$ cat config.mk
export PLATFORM = sky130hd
export DESIGN_NAME = hamming_stream_encoder
export DESIGN_NICKNAME = d
export VERILOG_FILES = /design/src/rtl/hse_pkg.sv /design/src/rtl/hse_front.sv /design/src/rtl/hse_fifo.sv /design/src/rtl/hse_back.sv /design/src/rtl/hamming_stream_encoder.sv
export VERILOG_INCLUDE_DIRS = /design/src /design/src/rtl
export SDC_FILE = /design/constraint.sdc
export NUM_CORES = 1
export LEC_CHECK = 0
export BUFFER_PORTS_ARGS = -buffer_cell sky130_fd_sc_hd__buf_2
export CORE_MARGIN = 2
export CORE_UTILIZATION = 60
export CTS_CLUSTER_DIAMETER = 50
export DETAILED_ROUTE_END_ITERATION = 10
export MAX_ROUTING_LAYER = met4
export PLACE_DENSITY = 0.79
export SLEW_MARGIN = 15
export SYNTH_ARGS = -nofsm -noshare
export SYNTH_HDL_FRONTEND = slang
export SYNTH_SLANG_ARGS = --single-unit
$ cat constraint.sdc
create_clock -name clk -period 9.3 [get_ports clk]
set_input_delay 1.86 -clock clk [delete_from_list [all_inputs] [get_ports clk]]
set_output_delay 1.86 -clock clk [all_outputs]
set_load 0.02 [all_outputs]
$ cat src/rtl/hamming_stream_encoder_macros.svh
// Assertion macros for the hamming stream encoder RTL, used by hse_fifo.
// Expects clk and rst (synchronous, active high) in the including scope.
`ifndef HAMMING_STREAM_ENCODER_MACROS_SVH
`define HAMMING_STREAM_ENCODER_MACROS_SVH

// Same-cycle implication, disabled during reset
`define HSE_ASSERT_IMP(label, ante, cons, msg) \
  label: assert property (@(posedge clk) disable iff (rst) (ante) |-> (cons)) \
    else $error(msg);

// Next-cycle implication, disabled during reset
`define HSE_ASSERT_NXT(label, ante, cons, msg) \
  label: assert property (@(posedge clk) disable iff (rst) (ante) |=> (cons)) \
    else $error(msg);

`endif

$ cat src/rtl/hse_pkg.sv
// Package for the hamming stream encoder: payload types, queue sizing and
// the code length / encoding helper functions. No dependencies.
package hse_pkg;

  localparam int MAX_CODE_LENGTH = 63;
  localparam int PAR_BITS        = 6;
  localparam int DATA_MAX        = MAX_CODE_LENGTH - PAR_BITS;  // 57
  localparam int LEN_W           = 6;

  localparam logic [LEN_W-1:0] CODE_LEN_RESET = 6'd7;

  // Queue between front and back
  localparam int Q_DEPTH = 2;
  localparam int Q_PTR_W = $clog2(Q_DEPTH);
  localparam int Q_CNT_W = $clog2(Q_DEPTH + 1);

  typedef struct packed {
    logic message_bit;
    logic end_of_message;
  } hse_in_t;

  typedef struct packed {
    logic [MAX_CODE_LENGTH-1:0] codeword;
    logic [LEN_W-1:0]           source_bits;
    logic                       length_error;
  } hse_out_t;

  // One block handed from front to back
  typedef struct packed {
    logic [DATA_MAX-1:0] data;
    logic [LEN_W-1:0]    count;
    logic                err;
  } hse_blk_t;

  // Zero or a power of two cannot carry a shortened Hamming code
  function automatic logic hse_len_bad(logic [LEN_W-1:0] n);
    return (n & (n - 6'd1)) == '0;
  endfunction

  // Data bits per block: n minus the count of powers of two up to n
  function automatic logic [LEN_W-1:0] hse_data_len(logic [LEN_W-1:0] n);
    logic [LEN_W-1:0] pw;
    pw = '0;
    for (int p = 0; p < PAR_BITS; p++) begin
      if ((7'd1 << p) <= {1'b0, n}) pw = pw + 6'd1;
    end
    return n - pw;
  endfunction

  // Positional Hamming encode. Data bits fill non-power-of-two positions in
  // order; parity 2^p is the XOR of data positions with bit p set. Bits past
  // the block length are zero, so no masking by n is needed.
  function automatic logic [MAX_CODE_LENGTH-1:0] hse_encode(logic [DATA_MAX-1:0] data);
    logic [MAX_CODE_LENGTH-1:0] cw;
    logic [PAR_BITS-1:0]        acc;
    int                         d;
    cw  = '0;
    acc = '0;
    d   = 0;
    for (int pos = 1; pos <= MAX_CODE_LENGTH; pos++) begin
      if ((pos & (pos - 1)) != 0) begin
        if (data[d]) begin
          cw[pos-1] = 1'b1;
          acc       = acc ^ PAR_BITS'(pos);
        end
        d++;
      end
    end
    for (int p = 0; p < PAR_BITS; p++) begin
      if (acc[p]) cw[(1 << p) - 1] = 1'b1;
    end
    return cw;
  endfunction

endpackage

$ cat src/rtl/hse_front.sv
// Front end: holds the code length setting, gathers message bits into a
// block and pushes finished blocks (or error marks) to the queue. Uses hse_pkg.
module hse_front (
  input  logic                    clk,
  input  logic                    rst,
  input  logic                    cfg_write_en,
  input  logic [hse_pkg::LEN_W-1:0] cfg_write_data,
  input  logic                    msg_valid,
  output logic                    msg_ready,
  input  hse_pkg::hse_in_t        msg,
  output logic                    q_push,
  output hse_pkg::hse_blk_t       q_entry,
  input  logic                    q_full
);
  import hse_pkg::*;

  logic [DATA_MAX-1:0] pending_data;
  logic [LEN_W-1:0]    pending_count;
  logic [LEN_W-1:0]    data_len;
  logic                len_bad;

  logic                accept;
  logic                fire;
  logic [DATA_MAX-1:0] data_next;
  logic [LEN_W-1:0]    count_next;

  assign msg_ready = !q_full;
  assign accept    = msg_valid && msg_ready;

  // Next block contents and flush decision
  always_comb begin
    data_next  = pending_data;
    for (int i = 0; i < DATA_MAX; i++) begin
      if (pending_count == LEN_W'(i)) data_next[i] = pending_data[i] | msg.message_bit;
    end
    count_next = pending_count + 6'd1;
    fire       = (count_next >= data_len) || msg.end_of_message;
    q_push     = accept && (len_bad || fire);
    if (len_bad) begin
      q_entry = '{data: '0, count: '0, err: 1'b1};
    end else begin
      q_entry = '{data: data_next, count: count_next, err: 1'b0};
    end
  end

  // Setting and block accumulator
  always_ff @(posedge clk) begin
    if (rst) begin
      data_len      <= hse_data_len(CODE_LEN_RESET);
      len_bad       <= hse_len_bad(CODE_LEN_RESET);
      pending_data  <= '0;
      pending_count <= '0;
    end else if (cfg_write_en) begin
      data_len      <= hse_data_len(cfg_write_data);
      len_bad       <= hse_len_bad(cfg_write_data);
      pending_data  <= '0;
      pending_count <= '0;
    end else if (accept && !len_bad) begin
      if (fire) begin
        pending_data  <= '0;
        pending_count <= '0;
      end else begin
        pending_data  <= data_next;
        pending_count <= count_next;
      end
    end
  end

endmodule

$ cat src/rtl/hse_fifo.sv
// Short block queue between the front and back ends.
// Uses hse_pkg and hamming_stream_encoder_macros.svh.
`include "hamming_stream_encoder_macros.svh"

module hse_fifo (
  input  logic              clk,
  input  logic              rst,
  input  logic              push,
  input  hse_pkg::hse_blk_t wr_entry,
  output logic              full,
  input  logic              pop,
  output logic              not_empty,
  output hse_pkg::hse_blk_t rd_entry
);
  import hse_pkg::*;

  hse_blk_t           mem [Q_DEPTH];
  logic [Q_PTR_W-1:0] wr_ptr;
  logic [Q_PTR_W-1:0] rd_ptr;
  logic [Q_CNT_W-1:0] count;

  assign full      = count == Q_CNT_W'(Q_DEPTH);
  assign not_empty = count != '0;
  assign rd_entry  = mem[rd_ptr];

  // Storage
  always_ff @(posedge clk) begin
    if (push) mem[wr_ptr] <= wr_entry;
  end

  // Pointers and fill level
  always_ff @(posedge clk) begin
    if (rst) begin
      wr_ptr <= '0;
      rd_ptr <= '0;
      count  <= '0;
    end else begin
      if (push) wr_ptr <= (wr_ptr == Q_PTR_W'(Q_DEPTH - 1)) ? '0 : wr_ptr + 1'b1;
      if (pop)  rd_ptr <= (rd_ptr == Q_PTR_W'(Q_DEPTH - 1)) ? '0 : rd_ptr + 1'b1;
      if (push && !pop)      count <= count + Q_CNT_W'(1);
      else if (pop && !push) count <= count - Q_CNT_W'(1);
    end
  end

  `HSE_ASSERT_IMP(a_no_overflow, push, !full, "block pushed into full queue")
  `HSE_ASSERT_IMP(a_no_underflow, pop, not_empty, "block popped from empty queue")
  `HSE_ASSERT_NXT(a_push_lands, push && !pop, not_empty, "pushed block not visible")

endmodule

$ cat src/rtl/hse_back.sv
// Back end: encodes the queued block into a codeword and holds it in the
// output register until taken. Uses hse_pkg.
module hse_back (
  input  logic              clk,
  input  logic              rst,
  input  logic              q_not_empty,
  input  hse_pkg::hse_blk_t q_entry,
  output logic              q_pop,
  output logic              cw_valid,
  input  logic              cw_ready,
  output hse_pkg::hse_out_t cw
);
  import hse_pkg::*;

  assign q_pop = q_not_empty && (!cw_valid || cw_ready);

  // Output valid
  always_ff @(posedge clk) begin
    if (rst) begin
      cw_valid <= 1'b0;
    end else if (q_pop) begin
      cw_valid <= 1'b1;
    end else if (cw_ready) begin
      cw_valid <= 1'b0;
    end
  end

  // Encode into the output register
  always_ff @(posedge clk) begin
    if (q_pop) begin
      cw.codeword     <= hse_encode(q_entry.data);
      cw.source_bits  <= q_entry.count;
      cw.length_error <= q_entry.err;
    end
  end

endmodule

$ cat src/rtl/hamming_stream_encoder.sv
// Top level of the serial shortened Hamming encoder: front, queue, back.
// Uses hse_pkg, hse_front, hse_fifo, hse_back.
//
//  channel | dir | handshake          | payload
//  --------+-----+--------------------+------------------------------------
//  msg     | in  | msg_valid/ready    | message_bit, end_of_message
//  cw      | out | cw_valid/ready     | codeword, source_bits, length_error
//  cfg     | in  | cfg_write_en       | cfg_write_data = code_length
//
// One message bit accepted per cycle while the queue has room; a block is
// written to the queue at the edge that accepts its last bit, and is encoded
// into the output register once that register is empty or being taken.
// The encode is a combinational XOR network in front of the back end's output register.
// Reset sets code_length to 7 and empties the block and queue.
// msg_ready drops only while the two-entry queue is full, i.e. when the
// output is stalled; a cfg write clears any partial block.
module hamming_stream_encoder (
  input  logic                      clk,
  input  logic                      rst,
  input  logic                      cfg_write_en,
  input  logic [hse_pkg::LEN_W-1:0] cfg_write_data,
  input  logic                      msg_valid,
  output logic                      msg_ready,
  input  hse_pkg::hse_in_t          msg,
  output logic                      cw_valid,
  input  logic                      cw_ready,
  output hse_pkg::hse_out_t         cw
);
  import hse_pkg::*;

  logic     q_push;
  logic     q_full;
  logic     q_pop;
  logic     q_not_empty;
  hse_blk_t q_wr;
  hse_blk_t q_rd;

  hse_front u_front (
    .clk            (clk),
    .rst            (rst),
    .cfg_write_en   (cfg_write_en),
    .cfg_write_data (cfg_write_data),
    .msg_valid      (msg_valid),
    .msg_ready      (msg_ready),
    .msg            (msg),
    .q_push         (q_push),
    .q_entry        (q_wr),
    .q_full         (q_full)
  );

  hse_fifo u_fifo (
    .clk       (clk),
    .rst       (rst),
    .push      (q_push),
    .wr_entry  (q_wr),
    .full      (q_full),
    .pop       (q_pop),
    .not_empty (q_not_empty),
    .rd_entry  (q_rd)
  );

  hse_back u_back (
    .clk         (clk),
    .rst         (rst),
    .q_not_empty (q_not_empty),
    .q_entry     (q_rd),
    .q_pop       (q_pop),
    .cw_valid    (cw_valid),
    .cw_ready    (cw_ready),
    .cw          (cw)
  );

endmodule

* Word level (Yosys, flattened, before mapping)
Memory sizes are Yosys's and may differ from the RTL's. A register that Yosys moved wholly into a read port is not among the register bits.
Cells that the tools add are included.
** Storage, ports and cells
- Bits of input ports :: 13
- Memories :: 1
- Bits in registers :: 145
- Output and inout port bits :: 72
- RAM bits :: 128
** Memory list
- u_fifo.mem :: depth 2, width 64, rd ports 1, clocked after Yosys merged registers in 1, wr ports 1, line hse_fifo.sv:17 : hse_blk_t mem [Q_DEPTH];
** Operators by class
- Reductions and logical operators :: 20
- Add/subtract/negate cells :: 67
- Muxes and demuxes :: 489
- Equality and inequality tests :: 57
- Bitwise gates (word level) :: 114
- $lt $le $gt $ge :: 63
** Operator list (count)
- 32-bit by 8-bit < comparator with 1-bit output, second input constant :: 56
- 32-bit two-way mux :: 56
- 32-bit by 2-bit adder with 32-bit output, second input constant :: 55
- 6-bit two-way mux :: 106
- 1-bit binary-select mux with 6-bit select :: 56
- 1-bit two-way mux :: 241
- 6-bit == test, second input constant :: 25
- 6-bit by 5-bit == test with 1-bit output, second input constant :: 16
- 5-bit two-way mux :: 15
- 64-bit two-way mux :: 1
- 3-bit inverter :: 20
- 4-bit inverter :: 15
- 57-bit two-way mux :: 1
- 1-bit OR :: 57
- 6-bit by 4-bit == test with 1-bit output, second input constant :: 8
- 6-bit by 1-bit adder with 6-bit output, second input constant :: 6
- 5-bit inverter :: 6
- 4-bit two-way mux :: 7
- 2-bit inverter :: 14
- 6-bit by 3-bit == test with 1-bit output, second input constant :: 4
- 6-bit by 2-bit == test with 1-bit output, second input constant :: 2
- 6-bit logical NOT :: 2
- 3-bit two-way mux :: 3
- 6-bit bitwise AND :: 1
- 21 further kinds :: 37

* Logic depth before layout (Yosys ltp)
Gate-level depths: netlist of run 1.
- Word-level depth :: 175
- Mapped depth :: 24
- Depth with buffers taken out :: 23

* By module
A second synthesis of run 1 with hierarchy kept.
** Second synthesis, totals
- Cells, all modules :: 862
- Area, all modules :: 12025.3 µm²
** Modules (own cells, without submodules)
- hse_fifo :: cells an instance 221, area an instance 4849.7 µm², times used 1
- hse_front :: cells an instance 480, area an instance 3933.8 µm², times used 1
- hse_back :: cells an instance 161, area an instance 3241.9 µm², times used 1

* Worst setup path before layout of run 1
OpenSTA, ideal clock, no wires.
- Path type :: in2reg
- From :: input msg[0] (netlist bit)
- To :: memory u_fifo.mem[0][0] (netlist bit), enable pin
- Cell stages on the path :: 3
- Path slack :: 1.831 ns
- Arrival :: 6.887 ns
- Required time :: 8.718 ns
- Path buffers :: 0
- Cell sequence :: nor2_1 -> o21a_1 -> a211oi_1
** Between the ends
- Word-level cells in the longest chain between the ends :: 5
** RTL lines
- from (decl) :: line hamming_stream_encoder.sv:24 : input hse_pkg::hse_in_t msg,
- 1-bit logical OR :: line hse_front.sv:37 : fire = (count_next >= data_len) || msg.end_of_message;
- 1-bit logical OR :: line hse_front.sv:38 : q_push = accept && (len_bad || fire);
- 1-bit logical AND :: line hse_front.sv:38
- 1-bit two-way mux :: line hse_fifo.sv:28 : if (push) mem[wr_ptr] <= wr_entry;
- 1-bit two-way mux (implied by the code) :: line hse_fifo.sv:28
- to (decl) :: line hse_fifo.sv:17
Every way passes these cells.

* Worst setup path after layout of run 1
- From :: input cfg_write_data[5] (netlist bit)
- To :: register u_front.data_len[5]
** Between the ends
- Word-level cells in the longest chain between the ends :: 25
- Elaborated cells on any way between the ends :: 30
- Classes of those cells :: 6 x add/sub; 6 x order compare; 18 x mux
** RTL lines
- from (decl) :: line hamming_stream_encoder.sv:21 : input logic [hse_pkg::LEN_W-1:0] cfg_write_data,
- 1-bit by 6-bit less-or-equal comparator with 1-bit output :: line hse_pkg.sv:45 : if ((7'd1 << p) <= {1'b0, n}) pw = pw + 6'd1;
- 1-bit two-way mux :: line hse_pkg.sv:45
- 6-bit two-way mux :: line hse_front.sv:53 : end else if (cfg_write_en) begin
- 6-bit two-way mux :: line hse_front.sv:48 : if (rst) begin
- 6-bit by 1-bit adder with 6-bit output :: line hse_pkg.sv:45
- 6-bit two-way mux :: line hse_pkg.sv:45
- 6-bit two-way mux :: line hse_front.sv:53
- 6-bit two-way mux :: line hse_front.sv:48
- (+9 left out)
- 6-bit two-way mux :: line hse_pkg.sv:45
- 6-bit two-way mux :: line hse_front.sv:53
- 6-bit two-way mux :: line hse_front.sv:48
- 6-bit by 1-bit adder with 6-bit output :: line hse_pkg.sv:45
- 6-bit two-way mux :: line hse_pkg.sv:45
- 6-bit two-way mux :: line hse_front.sv:53
- 6-bit two-way mux :: line hse_front.sv:48
- 6-bit subtractor (*) :: line hse_pkg.sv:47 : return n - pw;
- to (signal assigned) :: line hse_front.sv:49 : data_len <= hse_data_len(CODE_LEN_RESET);
- to (signal assigned) :: line hse_front.sv:54 : data_len <= hse_data_len(cfg_write_data);
- to (decl) :: line hse_front.sv:19 : logic [LEN_W-1:0] data_len;
Every way passes the cells marked *; elsewhere a longest branch is shown, timed or not. The select of a mux whose other input is x is not followed.
A chain may end at the register's enable or synchronous reset.

==> results of run 1 <==
[final cells by class]
type	instances	area, um^2
Clock buffer	46	788
Multi-Input combinational cell	645	4810
Timing Repair Buffer	97	518
Sequential cell	274	7470
Inverter	25	93.8
Tap cell	275	344
Clock inverter	3	50.0
Fill cell	1478	6810
[logic make-up after synthesis]
kind of cell | count (synthesis)
simple gates | 169
buf+inv | 96
xor+xnor | 142
fa+ha+maj | 23
compound gates | 236
flops | 274
mux | 75
[placed cells by master (no fill, tap or decap), types with 6 or more instances in the layout]
master     count
a21oi_1      119
dfxtp_1       74
clkbuf_1      16
nor3_1         8
and3_1         6
and2_1        17
a31oi_1       22
xor2_1        52
nor2_1        94
inv_1         21
xnor2_1       78
buf_2         84
clkbuf_16     28
xnor3_1        9
o21ai_0        8
edfxtp_1     198
mux2_2        56
buf_4         13
ha_1          21
nand2_1       21
mux2i_1       10
a211oi_1      59
[worst min-delay path: stages, from the launching register on]
cell      delay (ns)
dfxtp_1         0.31
nor2_1          0.08
a211oi_1        0.05
[final timing paths]
kind / startpoint / endpoint
setup / recovery: cfg_write_data[5] / u_front.data_len[5]$_SDFFE_PP0P_
hold / removal: u_front.data_len[0]$_SDFFE_PP0P_ / u_front.data_len[0]$_SDFFE_PP0P_
setup reg to reg: u_front.pending_count[0]$_SDFFE_PP0P_ / u_fifo.count[1]$_SDFFE_PP0P_
hold reg to reg: u_front.data_len[0]$_SDFFE_PP0P_ / u_front.data_len[0]$_SDFFE_PP0P_
[metrics by stage]
step,hold WS (ns),util,cell area [um^2],setup slack [ns]
floorplan,0.424,-,12700,1.83
global placement,0.474,0.634,13200,2.79
detailed placement,0.478,0.634,13200,2.53
CTS,0.486,0.674,14100,3.04
global route,0.494,0.674,14100,2.55
finish,0.487,0.674,14100,3.00
[sequential cells by signal, indices dropped and copies added (netlist names), named ones only]
register and cells:
u_fifo.rd_ptr 1, u_front.len_bad 1, u_fifo.mem 128, u_fifo.wr_ptr 1, u_fifo.count 2, u_back.cw_valid 1, u_front.pending_data 57, u_front.data_len 6
u_front.pending_count 6, u_back.cw 70
[power by group through the flow]
stage	logic, mW	clock network, mW	registers [mW]
floorplan	1.47	0	1.97
global placement	1.99	0	1.81
detailed placement	2.02	0	1.82
CTS	2.04	1.04	1.80
global route	2.18	1.10	1.82
finish	2.01	1.03	1.79
[per-layer routing]
metal  routed length [um]  part of all wire  global-route usage  vias up
met2                12500              0.49               0.380      270
met4                  508             0.020              0.0657        0
li1                     -                 -                   -     3792
met1                10700              0.42               0.320     3833
met3                 1650             0.065              0.0312       35
met5                    0                 0                   -        -
==> impl_metrics.toml, run 1 <==
[outcome]
status = "complete, no violations"

[synth]
synth_top_family_by_area = "compound AO/OA/AOI/OAI gates"
synth-simple-area-share = 0.0598
ys_top_cells_by_count = "edfxtp_1 (198), a21oi_1 (119), nor2_1 (95)"
synth_cell_types = 56
muxShareOfSynthArea = 0.0707
yosys.area.top_type = "edfxtp_1"
syn_area_um2 = 12700
synth-adder-area-share = 0.0231
synth-edff-count = 198
synth_area_per_cell_um2 = 12.5
synth_xor_area_frac = 0.110
ys_seq_area_frac = 0.590
synth.top_cells.by_area = "edfxtp_1 (47%), dfxtp_1 (12%), xnor2_1 (5.4%), mux2_2 (5.0%), a21oi_1 (4.7%)"
synth.most_common_cell = "edfxtp_1"
synth_compound_area_frac = 0.113
synthCells = 1015
ys_warn_count = 0
async_flop_share = 0
synthDominantCellAreaShare = 0.470
synth-seq-cells = 274
synth_top_flop_cell = "edfxtp_1"
synth_nets = 1050

[pwr]
p_sw_mw = 1.59
power_mw = 4.83
p_int_mw = 3.25
vdd_drop_max_v = 0.000287
p_clk_frac = 0.213
p_leak_nw = 5.05
power_density_nw_per_um2 = 343
comb_power_share = 0.416
seqPwrFrac = 0.371
p_sw_frac = 0.328

[clock_network]
cts_hold_buf = 0
cts_resized = 0
post_cts.repair.setup_buffers = 0
clkLatencyLatePin_ns = 0.52
clock_tree.root_cell = "clkbuf_16"
htree_levels = 1
cts_tree = "built"
cts_buffers = 27
clk_pin_slew_worst_paths_ns = 0.06
clkSinkCount = 274
clockBufferDepth = 3

[sta]
max_freq_mhz = 159
worstMarginPinSlew_ns = 1.17
fin_crit_ns = 6.30
setup_violations = 0
slew_viol_final = 0
rsz0062_at_grt = "no"
finClkSkew_ns = 0.0164
fin_tns_setup_ns = 0
hold_violations = 0
min_period_over_period = 0.677
slew_headroom = 0.216

[grt]
grt_max_degree = 87
antenna_found_initial = 0
grt_pass1_vias = 7432
grt_pass1_wl_um = 39900
grt_util_all_layers = 0.236
overflow = 0

[die]
ios = 85
dieHeight_um = 149
fp-row-count = 53
start_util = 0.606
die_w_um = 149
die-area_um2 = 22300
fp.coreArea_um2 = 20900

[route]
routed-via-count = 7930
wl_per_cell_um = 18.6
ant_nets = 0
drcViolationCount = 0
drtIter0Drc = 605
drt-total-wl_um = 25400
post_drt_via_cell_ratio = 5.81
dr.pass1.iters = 6

[worst_hold_path]
hp-class = "reg -> reg"
hold_depth = 2

[setup_path]
r2r_setup_slack_ns = 5.68
path_class = "in -> reg"
slowest_delay_ns = 0.58
endpoint_kind = "register"
crit_buf_inv = 2
cp_top_family = "adder cells"
cp_slowest_cell = "nor3_1"
crit_path_cell_trace = "buf_2, nor3_1, nand2b_1, nor2_1, nand2_1, ha_1, inv_1, xnor2_1, ha_1, mux2_2, ha_1, nor2_1, a21oi_1, ha_1, mux2i_1, ha_1, a21o_1, a21oi_1, o21bai_1, a21oi_1, xnor2_1, a211oi_1"
worstPathRequired_ns = 9.73
worstSetupStartpointType = "input pin"
path_depth = 22
crit_arrival_ns = 6.72
critPathMaxFanout = 10
cpMostUsedCell = "ha_1"
r2r_cells = 12

[flow_run]
cap_violations = 0

[placed_design]
dpl.hpwl_um = 16700
place_inst = 1316
place.gp.congestion = 0.802
io_buffers = 84

[cells_and_area]
syn_to_final_growth_pct = 11.2
nets = 1105
drive_gt1_frac = 0.194
diodes = 0
fin_cells = 1365
Note: power is estimated with default switching activity, not from simulation.
==> run 2: changes to the inputs <==
==> constraint.sdc (replaced) <==
create_clock -name clk -period 6.1 [get_ports clk]
set_input_delay 1.22 -clock clk [delete_from_list [all_inputs] [get_ports clk]]
set_output_delay 1.22 -clock clk [all_outputs]
set_load 0.02 [all_outputs]
==> impl_metrics.toml, run 2 (same netlist as run 1, synthesis figures left out) <==
[setup_path]
cp_slowest_cell = "ha_1"
regToRegStartpoint = "u_front.pending_count[0]$_SDFFE_PP0P_"
setup.worst_path.start = "cfg_write_data[5]"
worstSetupStartpointType = "input pin"
slowest_delay_ns = 0.34
endpoint_kind = "register"
path_class = "in -> reg"
critPathMaxFanout = 10
cp_top_family = "adder cells"
cpMostUsedCell = "ha_1"
crit_buf_inv = 3
crit_arrival_ns = 5.69
crit_path_cell_trace = "buf_2, nor3_1, buf_4, nand2b_1, nor2_1, nand2_1, ha_1, inv_1, xnor2_1, ha_1, mux2_2, ha_1, nor2_1, a21oi_1, ha_1, xor2_1, a22oi_1, xor2_1, ha_1, a21oi_1, o21bai_1, a21oi_1, xnor2_1, a211oi_1"
worstPathRequired_ns = 6.55

[route]
routed-via-count = 8117
drtIter0Drc = 687
wl_per_cell_um = 19.3
drt-total-wl_um = 26400
dr.pass1.iters = 6
ant_nets = 0
drcViolationCount = 0
post_drt_via_cell_ratio = 5.92

[die]
die-area_um2 = 22300
ios = 85
fp-row-count = 53
die_w_um = 149
dieHeight_um = 149
start_util = 0.606
fp.coreArea_um2 = 20900

[cells_and_area]
diodes = 0
fin_util = 0.681
design_area_um2 = 14200
syn_to_final_growth_pct = 12.3
nets = 1108
drive_gt1_frac = 0.205
reg.largest.list = "u_fifo.mem (128), u_back.cw (70), u_front.pending_data (57)"
max_flop_register = "u_fifo.mem"
fillers = 1434
mostFrequentLayoutCells = "edfxtp_1 (198), a21oi_1 (119), nor2_1 (94)"
final_common_cell = "edfxtp_1"
largest_reg_flops = 128

[sta]
worstMarginPinSlew_ns = 1.02
rsz0062_at_grt = "no"
slew_headroom = 0.317
max_freq_mhz = 191
finClkSkew_ns = 0.00989
setup_violations = 0
fin_crit_ns = 5.24
min_period_over_period = 0.859
slew_viol_final = 0
hold_violations = 0

[placed_design]
io_buffers = 84
dpl.hpwl_um = 17100
place.gp.congestion = 0.844
placed_area_um2 = 13300

[pwr]
p_leak_nw = 5.12
p_clk_frac = 0.229
vdd_drop_max_v = 0.000520
p_int_mw = 5.08
comb_power_share = 0.409
p_sw_frac = 0.326
seqPwrFrac = 0.363
power_density_nw_per_um2 = 531
p_sw_mw = 2.46

[clock_network]
clk_pin_slew_worst_paths_ns = 0.06
cts_resized = 0
post_cts.repair.setup_buffers = 0
clock_tree.root_cell = "clkbuf_16"
cts_buffers = 28
clkSinkCount = 274
clockBufferDepth = 3
clkLatencyLatePin_ns = 0.53
cts_hold_buf = 0
cts_tree = "built"
htree_levels = 1

[grt]
grt_pass1_wl_um = 41600
overflow = 0
grt_max_degree = 72
grt_util_all_layers = 0.247
grt_pass1_vias = 7777
antenna_found_initial = 0

[outcome]
status = "complete, no violations"

[flow_run]
cap_violations = 0

[worst_hold_path]
min_from = "u_back.cw_valid$_SDFFE_PP0P_"
hp-class = "reg -> reg"
[run 2: cell types whose count changed in the layout (fill, tap and decap cells not counted)]
cell	delta
clkbuf_1	-11
clkinv_1	+4
clkinv_2	+3
buf_4	+2
bufinv_16	+2
clkbuf_8	+2
clkinvlp_4	+2
nor3_1	-2
nor3_2	+2
clkbuf_16	+1
clkinv_4	+1
inv_8	-1
[run 2: final timing paths]
kind         cells past startpoint                                to  slack (ns)
max reg2reg                      8       u_fifo.mem[1][10]$_DFFE_PP_        2.23
min reg2reg                      2      u_back.cw_valid$_SDFFE_PP0P_        0.49
max                             24  u_front.data_len[5]$_SDFFE_PP0P_        0.86
min                              2      u_back.cw_valid$_SDFFE_PP0P_        0.49
[run 2: power groups by stage]
stage | combinational (mW) | clock [mW] | sequential (mW)
floorplan | 2.24 | 0 | 3.00
global placement | 3.04 | 0 | 2.76
detailed placement | 3.07 | 0 | 2.78
CTS | 3.11 | 1.74 | 2.74
global route | 3.34 | 1.82 | 2.78
finish | 3.08 | 1.73 | 2.74
[run 2: per-stage QoR]
stage                     hold WS, ns  setup slack [ns]  cells  power [mW]  TNS [ns]
after floorplan                 0.424            -0.973   1015        5.24   -124.48
after global placement          0.474             0.503   1318        5.80         0
after detailed placement        0.485             0.321   1318        5.85         0
after CTS                       0.496             0.857   1370        7.59         0
after global routing            0.528             0.451   1370        7.93         0
final                           0.492             0.862   1370        7.54         0
[run 2: worst min-delay path, delay by kind of cell, from the launching register on]
kind | cells | cell delay, ns
flops | 1 | 0.30
compound gates | 1 | 0.06
simple gates | 1 | 0.08
[run 2: cell type report]
cell class                      count  area (um^2)  share of cell area
Clock inverter                     14          153              0.0107
Clock buffer                       38          800              0.0562
Multi-Input combinational cell    645         4820               0.339
Tap cell                          275          344              0.0242
Inverter                           25         93.8             0.00660
Timing Repair Buffer               99          533              0.0375
Sequential cell                   274         7470               0.526
[run 2: metal layers]
layer | vias up | part of all wire | track usage
met4 | 0 | 0.028 | 0.0729
li1 | 3794 | - | -
met2 | 326 | 0.50 | 0.408
met5 | - | 0 | -
met3 | 58 | 0.065 | 0.0370
met1 | 3939 | 0.40 | 0.319
==> run 3: changes to the inputs <==
==> constraint.sdc (replaced) <==
create_clock -name clk -period 5.18 [get_ports clk]
set_input_delay 1.036 -clock clk [delete_from_list [all_inputs] [get_ports clk]]
set_output_delay 1.036 -clock clk [all_outputs]
set_load 0.02 [all_outputs]
==> impl_metrics.toml, run 3 (same netlist as run 1, synthesis figures left out) <==
[outcome]
status = "complete, no violations"

[grt]
grt_pass1_vias = 7584
grt_max_degree = 65
grt_util_all_layers = 0.239
overflow = 0
grt_pass1_wl_um = 40300
antenna_found_initial = 0

[sta]
setup_slack_ns = 0.455
slew_viol_final = 0
min_period_over_period = 0.912
fin_crit_ns = 4.72
worstMarginPinSlew_ns = 1.08
setup_violations = 0
hold_violations = 0
max_freq_mhz = 212
rsz0062_at_grt = "no"
slew_headroom = 0.277
finClkSkew_ns = 0.0143

[die]
start_util = 0.606
fp.coreArea_um2 = 20900
dieHeight_um = 149
die_w_um = 149
die-area_um2 = 22300
ios = 85
fp-row-count = 53

[cells_and_area]
drive_gt1_frac = 0.199
largest_reg_flops = 128
diodes = 0
reg.largest.list = "u_fifo.mem (128), u_back.cw (70), u_front.pending_data (57)"
mostFrequentLayoutCells = "edfxtp_1 (198), a21oi_1 (119), nor2_1 (93)"
design_area_um2 = 14100
fillers = 1456
syn_to_final_growth_pct = 11.4
final_common_cell = "edfxtp_1"
nets = 1111
max_flop_register = "u_fifo.mem"

[clock_network]
clkSinkCount = 274
clkLatencyLatePin_ns = 0.53
post_cts.repair.setup_buffers = 0
htree_levels = 1
cts_resized = 0
clk_pin_slew_worst_paths_ns = 0.06
cts_hold_buf = 0
clock_tree.root_cell = "clkbuf_16"
cts_buffers = 27
clockBufferDepth = 3
cts_tree = "built"

[placed_design]
dp_slack_ns = -0.0787
dpl.hpwl_um = 17100
place.gp.congestion = 0.833
placed_area_um2 = 13300
io_buffers = 84

[route]
drt-total-wl_um = 25600
dr.pass1.iters = 5
ant_nets = 0
wl_per_cell_um = 18.7
drcViolationCount = 0
post_drt_via_cell_ratio = 5.78
routed-via-count = 7925
drtIter0Drc = 541

[pwr]
p_leak_nw = 5.07
p_int_mw = 5.78
p_sw_mw = 2.86
vdd_drop_max_v = 0.000516
p_clk_frac = 0.206
comb_power_share = 0.419
p_sw_frac = 0.331
power_density_nw_per_um2 = 613
seqPwrFrac = 0.375

[flow_run]
cap_violations = 0

[setup_path]
worstSetupStartpointType = "input pin"
crit_arrival_ns = 5.16
critPathMaxFanout = 6
endpoint_kind = "register"
worstPathRequired_ns = 5.61
path_class = "in -> reg"

[worst_hold_path]
hp-class = "reg -> reg"
## run 3: cell types whose count changed in the layout (fill, tap and decap cells not counted), moves of 2 or more
| cell | previous run | this run |
|---|---|---|
| buf_4 | 15 | 19 |
| bufinv_16 | 3 | 1 |
| clkbuf_1 | 5 | 9 |
| clkbuf_16 | 29 | 27 |
| clkbuf_8 | 4 | 1 |
| clkinv_1 | 6 | 10 |
| clkinv_2 | 3 | 1 |
| clkinv_4 | 2 | 0 |
| clkinvlp_4 | 2 | 0 |
## run 3: cell type report
cell class / instances / area (um^2) / share of cell area
clock inverter: 11 / 73.8 / 0.00523
inverter: 25 / 93.8 / 0.00665
timing repair buffer: 103 / 563 / 0.0399
multi-input combinational: 645 / 4830 / 0.343
tap: 275 / 344 / 0.0244
sequential: 274 / 7470 / 0.530
clock buffer: 37 / 723 / 0.0513
## run 3: power by group through the flow
stage	clock [mW]	combinational (mW)	sequential, mW
global route	1.90	3.90	3.29
finish	1.78	3.62	3.24
CTS	1.80	3.65	3.25
global placement	0	3.53	3.27
floorplan	0	2.64	3.53
detailed placement	0	3.61	3.29
## run 3: through the flow
| stage | TNS [ns] | instances | power (mW) | utilization | hold slack (ns) |
|---|---|---|---|---|---|
| floorplan | -242.24 | 1015 | 6.17 | - | 0.424 |
| global placement | 0 | 1322 | 6.80 | 0.637 | 0.475 |
| detailed placement | -0.0787 | 1322 | 6.90 | 0.637 | 0.484 |
| CTS | 0 | 1370 | 8.70 | 0.675 | 0.492 |
| global route | 0 | 1370 | 9.08 | 0.675 | 0.513 |
| finish | 0 | 1370 | 8.65 | 0.675 | 0.489 |
## run 3: critical path, stage by stage
cell and delay (ns):
buf_2 0.14, nor3_4 0.20, nand2b_1 0.10, nor2_2 0.13, nand2_1 0.09, ha_1 0.32, inv_1 0.13, xnor2_1 0.14
ha_1 0.27, mux2_2 0.27, ha_1 0.31, nor2_1 0.13, a21oi_1 0.07, ha_1 0.24, xor2_1 0.15, a22oi_1 0.17
xor2_1 0.17, ha_1 0.28, a21oi_1 0.22, o21bai_1 0.09, a21oi_1 0.18, xnor2_1 0.08, a211oi_1 0.22
## run 3: path summary, 6_finish.rpt
kind	startpoint	to	slack, ns	depth (start not counted)
worst max register to register	u_front.pending_count[0]$_SDFFE_PP0P_	u_fifo.count[1]$_SDFFE_PP0P_	1.52	12
worst min register to register	u_front.data_len[0]$_SDFFE_PP0P_	u_front.data_len[0]$_SDFFE_PP0P_	0.49	2
worst min-delay path	u_front.data_len[0]$_SDFFE_PP0P_	u_front.data_len[0]$_SDFFE_PP0P_	0.49	2
worst max-delay path	cfg_write_data[4]	u_front.data_len[5]$_SDFFE_PP0P_	0.46	23
## run 3: per-layer routing
| layer | wire (um) | part of all wire | track usage |
|---|---|---|---|
| met5 | 0 | 0 | - |
| met2 | 12400 | 0.49 | 0.385 |
| met4 | 756 | 0.030 | 0.0795 |
| met3 | 1450 | 0.057 | 0.0309 |
| met1 | 10900 | 0.43 | 0.318 |
